File: src/hdl/rts_pkg.sv
package rts_pkg;

  localparam int TABLE_DEPTH = 64;
  localparam int NAME_CHARS  = 8;

  localparam int IDX_W    = $clog2(TABLE_DEPTH);
  localparam int CNT_W    = $clog2(TABLE_DEPTH + 1);
  localparam int BOUND_W  = CNT_W + 1;
  localparam int BRANCH_W = 64;
  localparam int NUM_W    = 32;
  localparam int NAME_W   = 8 * NAME_CHARS;
  localparam int OP_W     = 2;
  localparam int SEL_W    = 2;

  localparam logic [BRANCH_W-1:0] NAME_MASK = {BRANCH_W{1'b1}} >> (BRANCH_W - NAME_W);
  localparam logic [NUM_W-1:0]    SIGN_BIAS = {1'b1, {(NUM_W - 1){1'b0}}};

  typedef enum logic [OP_W-1:0] {
    OP_LOAD   = 2'd0,
    OP_LINEAR = 2'd1,
    OP_BINARY = 2'd2,
    OP_CLEAR  = 2'd3
  } op_e;

  typedef enum logic [SEL_W-1:0] {
    SEL_BRANCH = 2'd0,
    SEL_LOAN   = 2'd1,
    SEL_AMOUNT = 2'd2,
    SEL_NONE   = 2'd3
  } sel_e;

  typedef enum logic [2:0] {
    ST_IDLE,
    ST_DISPATCH,
    ST_READ,
    ST_CHECK,
    ST_DONE
  } state_e;

  typedef struct packed {
    logic [BRANCH_W-1:0] branch;
    logic [NUM_W-1:0]    loan;
    logic [NUM_W-1:0]    amount;
  } rec_t;

  // controller -> datapath
  typedef struct packed {
    logic capture;
    logic load;
    logic clear;
    logic init;
    logic advance;
    logic mark_found;
  } cmd_t;

  // datapath -> controller
  typedef struct packed {
    op_e  op;
    logic sel_none;
    logic empty;
    logic hit;
    logic last;
  } stat_t;

endpackage

File: src/hdl/rts_ctrl.sv
module rts_ctrl (
  input  logic           clk_i,
  input  logic           rst_ni,
  input  logic           start_i,
  input  rts_pkg::stat_t stat_i,
  output rts_pkg::cmd_t  cmd_o,
  output logic           busy_o,
  output logic           done_o
);
  import rts_pkg::*;

  state_e state_q, state_d;

  always_ff @(posedge clk_i or negedge rst_ni) begin
    if (!rst_ni) begin
      state_q <= ST_IDLE;
    end else begin
      state_q <= state_d;
    end
  end

  always_comb begin
    state_d = state_q;
    cmd_o   = '0;
    busy_o  = (state_q != ST_IDLE);
    done_o  = (state_q == ST_DONE);
    case (state_q)
      ST_IDLE: begin
        if (start_i) begin
          cmd_o.capture = 1'b1;
          state_d       = ST_DISPATCH;
        end
      end
      ST_DISPATCH: begin
        case (stat_i.op)
          OP_LOAD: begin
            cmd_o.load = 1'b1;
            state_d    = ST_DONE;
          end
          OP_CLEAR: begin
            cmd_o.clear = 1'b1;
            state_d     = ST_DONE;
          end
          default: begin
            if (stat_i.sel_none || stat_i.empty) begin
              state_d = ST_DONE;
            end else begin
              cmd_o.init = 1'b1;
              state_d    = ST_READ;
            end
          end
        endcase
      end
      ST_READ: begin
        state_d = ST_CHECK;
      end
      ST_CHECK: begin
        if (stat_i.hit) begin
          cmd_o.mark_found = 1'b1;
          state_d          = ST_DONE;
        end else begin
          cmd_o.advance = 1'b1;
          state_d       = stat_i.last ? ST_DONE : ST_READ;
        end
      end
      ST_DONE: begin
        state_d = ST_IDLE;
      end
      default: begin
        state_d = ST_IDLE;
      end
    endcase
  end

endmodule

File: config.mk
export PLATFORM = sky130hd
export DESIGN_NAME = rts_ctrl
export DESIGN_NICKNAME = d
export VERILOG_FILES = /design/src/hdl/rts_pkg.sv /design/src/hdl/rts_ctrl.sv
export SDC_FILE = /design/constraint.sdc
export NUM_CORES = 1
export LEC_CHECK = 0
export ABC_AREA = 1
export BUFFER_PORTS_ARGS = -buffer_cell sky130_fd_sc_hd__buf_2
export CAP_MARGIN = 25
export CORE_AREA = 2 2 39 41
export CTS_CLUSTER_DIAMETER = 60
export CTS_CLUSTER_SIZE = 24
export DETAILED_ROUTE_END_ITERATION = 10
export DIE_AREA = 0 0 41 43
export GPL_ROUTABILITY_DRIVEN = 0
export SYNTH_ARGS = -nofsm -noshare
export SYNTH_HDL_FRONTEND = slang
export SYNTH_SLANG_ARGS = --single-unit
File: constraint.sdc
create_clock -name clk_i -period 1.4 [get_ports clk_i]
set_input_delay 0.21 -clock clk_i [delete_from_list [all_inputs] [get_ports clk_i]]
set_output_delay 0.21 -clock clk_i [all_outputs]
set_load 0.005 [all_outputs]
Word level (Yosys, flattened, before mapping)
Cells that the tools add are included.
{ "op_classes": {"eq_ne": 6, "reduce_logical": 5, "mux": 16} }
{ "op_table": {"columns": ["cell", "count"], "rows": [
  ["3-bit two-way mux", 6],
  ["3-bit one-hot mux with 4 select lines", 1],
  ["1-bit two-way mux", 8],
  ["3-bit by 2-bit == test with 1-bit output, second input constant", 2],
  ["3-bit by 1-bit == test with 1-bit output, second input constant", 1],
  ["3-bit == test, second input constant", 1],
  ["3-bit zero test", 1],
  ["3-bit nonzero test", 1],
  ["2-bit == test, second input constant", 1],
  ["2-bit zero test", 1],
  ["2-bit two-way mux", 1],
  ["2-bit inequality test, second input constant", 1],
  ["2-bit OR reduction", 1],
  ["1-bit logical OR", 1]
]} }
{ "word_totals": {"out_inout_bits": 8, "ff_bits": 3, "word_cells": 28, "input_bits": 9} }

Logic depth before layout (Yosys ltp)
{ "depth": {"ltp_word": 4, "mapped_depth": 6} }

Worst setup path after synthesis
OpenSTA, ideal clock, no wires.
{ "synth_path": {"path_kind": "reg2out", "from": "reg state_q[2]", "to": "out cmd_o[3] in the netlist's numbering", "required_ns": 1.190, "arrival_time_ns": 0.766, "path_slack_ns": 0.424, "stages_incl_launch_ff": 6, "path_cell_list": "dfrtp_1 inv_1 nand2_1 nor2_2 inv_1 nor2_1"} }
{ "synth_lines": {"columns": ["element", "line", "source"], "rows": [
  ["start: declaration", "rts_ctrl.sv:12", "state_e state_q, state_d;"],
  ["start signal: assignment", "rts_ctrl.sv:18", "state_q <= state_d;"],
  ["end: declaration", "rts_ctrl.sv:6", "output rts_pkg::cmd_t cmd_o,"]
]} }

==> metrics <==
outcome=finished, final reports clean; top cell type's share of synthesized area=0.303; Post-Synth XOR/XNOR Area=0; Clock Path Buffers=2; most common cell in the netlist=inv_1; hpwl dp=445 um; flip-flop count of the largest register after layout=3; post-synthesis adder-cell area fraction=0.101; PortBufs=16; Hold WC Path Type=in2reg; vias in the first global route=246; Biggest register=state_q; DR iter-0 viols=0; Post-Syn Area=approximately 250 sq um; WL final=552 um; area of the multi-input gates=between 100 and 150 sq um; TritonCTS clock tree=done; GRT Overall Usage=0.0825; Die Wd=41 um; startpoint types=register; synth top area cells=dfrtp_1 (30%), inv_1 (18%), nor2_1 (15%); most frequent cells after synthesis=inv_1 (12), nor2_1 (10), nand2_1 (9), dfrtp_1 (3); Rel. slew slack=0.890; Cell Chain, Critical Path=inv_2 > nand2_2 > nor2_4 > inv_2 > nor2_1 > buf_2; final period utilization=0.951; Top Registers=state_q: 3 flops; Critical Path Fanout Max=3; Max Slew Vio Count=0; FF+latch count, synth=3; Inserted Diodes=0; asr flop ratio synth=1.00; I/O Pins=17; final setup violating endpoints=0; Max Clock Skew=0.803 ps; Reg clk slew, reported paths=40 ps; max frequency=approximately 0.75 GHz; kind of critical path=reg2out; ys flop type=dfrtp_1; post-synthesis simple-gate area fraction=0.374; Initial Util=0.179; Mean Syn Cell Area=just under 6 sq um; CTS buffer count=3; fin crit period=around 1300 ps; Die Y-Extent=43 um; die area=~1800 sq um; final core utilization=0.284; synthesized net count=53; Area Growth Syn to Fin=58.6%; clock sink count=3; max-cap viol count=0; largest family of logic cells by synthesized area=simple AND/OR/NAND/NOR gates; # DRC=0; Syn Inst Count=between 40 and 50; Via density=3.63; first-pass GRT wire length=876 um; via count=around 290; gr ovfl total=0; Detailed Routing Iterations Pass 1=1; Pwr per Cell Area=1440 nW/um^2; static leakage=roughly 0.25 nW; Yosys cell types=10; Post-synth EDFFs=0; slowest stage delay, CP=390 ps; RSZ-0062 raised after global routing=true; largest net degree at the start of global routing=8; DP Area=approximately 350 sq um; WHS=about 200 ps; Site Rows=14; per-cell routed wire length=6.99 um; mux contribution to synthesized area=0; nets=75; cell area after layout=393 sq um; Worst EP arrival=between 1000 and 1500 ps; Compound-Gate Fraction of Synth Area=0.0404; share of layout cells above drive strength 1=0.381; most used cell, CP=inv_2; Reg area=approximately 76 sq um; share of the yosys chip area belonging to registers=0.303; Clock Latency Late Sink=roughly 230 ps; clock root buffer=clkbuf_4; # fillers=between 150 and 200; Synth area leader=dfrtp_1; H-tree levels=1; CP required=between 1000 and 1500 ps; Yosys warning count=0; Peak VDD IR=~0.6 mV; slowest stage cell, crit path=dfrtp_1; CP endpoint kind=output pin; initial antenna violation count=0; Placeable Area=~1400 sq um; Hold Vio Cnt, Final=0; Slew @ Worst Pin=about 160 ps; Routed Antenna Nets=0; Setup Fix Bufs, Post-CTS=0
cells in the final DEF (no fill, tap or decap), drive strengths merged, types with 2 or more instances in the layout:
| cell | instances |
|---|---|
| nor2 | 11 |
| o21ai | 2 |
| inv | 12 |
| nand2 | 9 |
| clkbuf | 4 |
| ha | 2 |
| nand3 | 2 |
| buf | 16 |
| dfrtp | 3 |
metal layers:
layer	global-route usage	wire length (um)	share of wire
met1	0.0777	255	0.46
met3	0.0471	51	0.092
met2	0.106	246	0.45
met4	0.100	0	0
met5	0	0	0
cells by family (layout without fill, tap and decap cells):
group,count (synthesis),after routing
simple gates,23,23
buf+inv,12,33
flops,3,3
fa+ha+maj,2,2
compound gates,2,2
power breakdown:
| group | internal (mW) | leakage [nW] | switching (mW) |
|---|---|---|---|
| logic | 0.112 | 0.195 | 0.130 |
| registers | 0.122 | 0.0379 | 0.0498 |
| clock network | 0.107 | 0.0150 | 0.0456 |
| total | 0.341 | 0.248 | 0.225 |
critical path, delay by kind of cell (launching register included):
kind                   cells  cell delay, ps
AND/OR/NAND/NOR            3             260
flip-flops                 1             390
buffers and inverters      3             230
cell type report:
cell class | count | share of cell area
sequential | 3 | 0.194
multi-input combinational | 27 | 0.344
tap | 16 | 0.0510
clock buffer | 4 | 0.0669
timing repair buffer | 17 | 0.229
inverter | 12 | 0.115
final timing paths:
check / from / end / slack [ps] / cells past startpoint
max reg2reg: state_q[2] / state_q[1] / 530 / 5
min reg2reg: state_q[2] / state_q[0] / 590 / 3
min: start_i / state_q[0] / 200 / 3
max: state_q[2] / cmd_o[4] / 70 / 6
min in group asynchronous: rst_ni / state_q[2] / 300 / 2
max in group asynchronous: rst_ni / state_q[1] / 980 / 2
stage by stage:
step / setup slack [ps] / instances / total power [mW] / TNS, ps
after CTS: 44.9 / 79 / 0.543 / 0
after global placement: 237 / 74 / 0.381 / 0
after floorplan: 424 / 42 / 0.289 / 0
final: 68.9 / 79 / 0.566 / 0
after global routing: -42.6 / 79 / 0.628 / -94.2
after detailed placement: 198 / 74 / 0.383 / 0
what timing repair did:
item	CTS	global route
hold buffers	1	0
setup endpoints to repair	0	4
hold endpoints to repair	3	0
gates resized for setup	0	5
(Power assumes the default switching activity.)
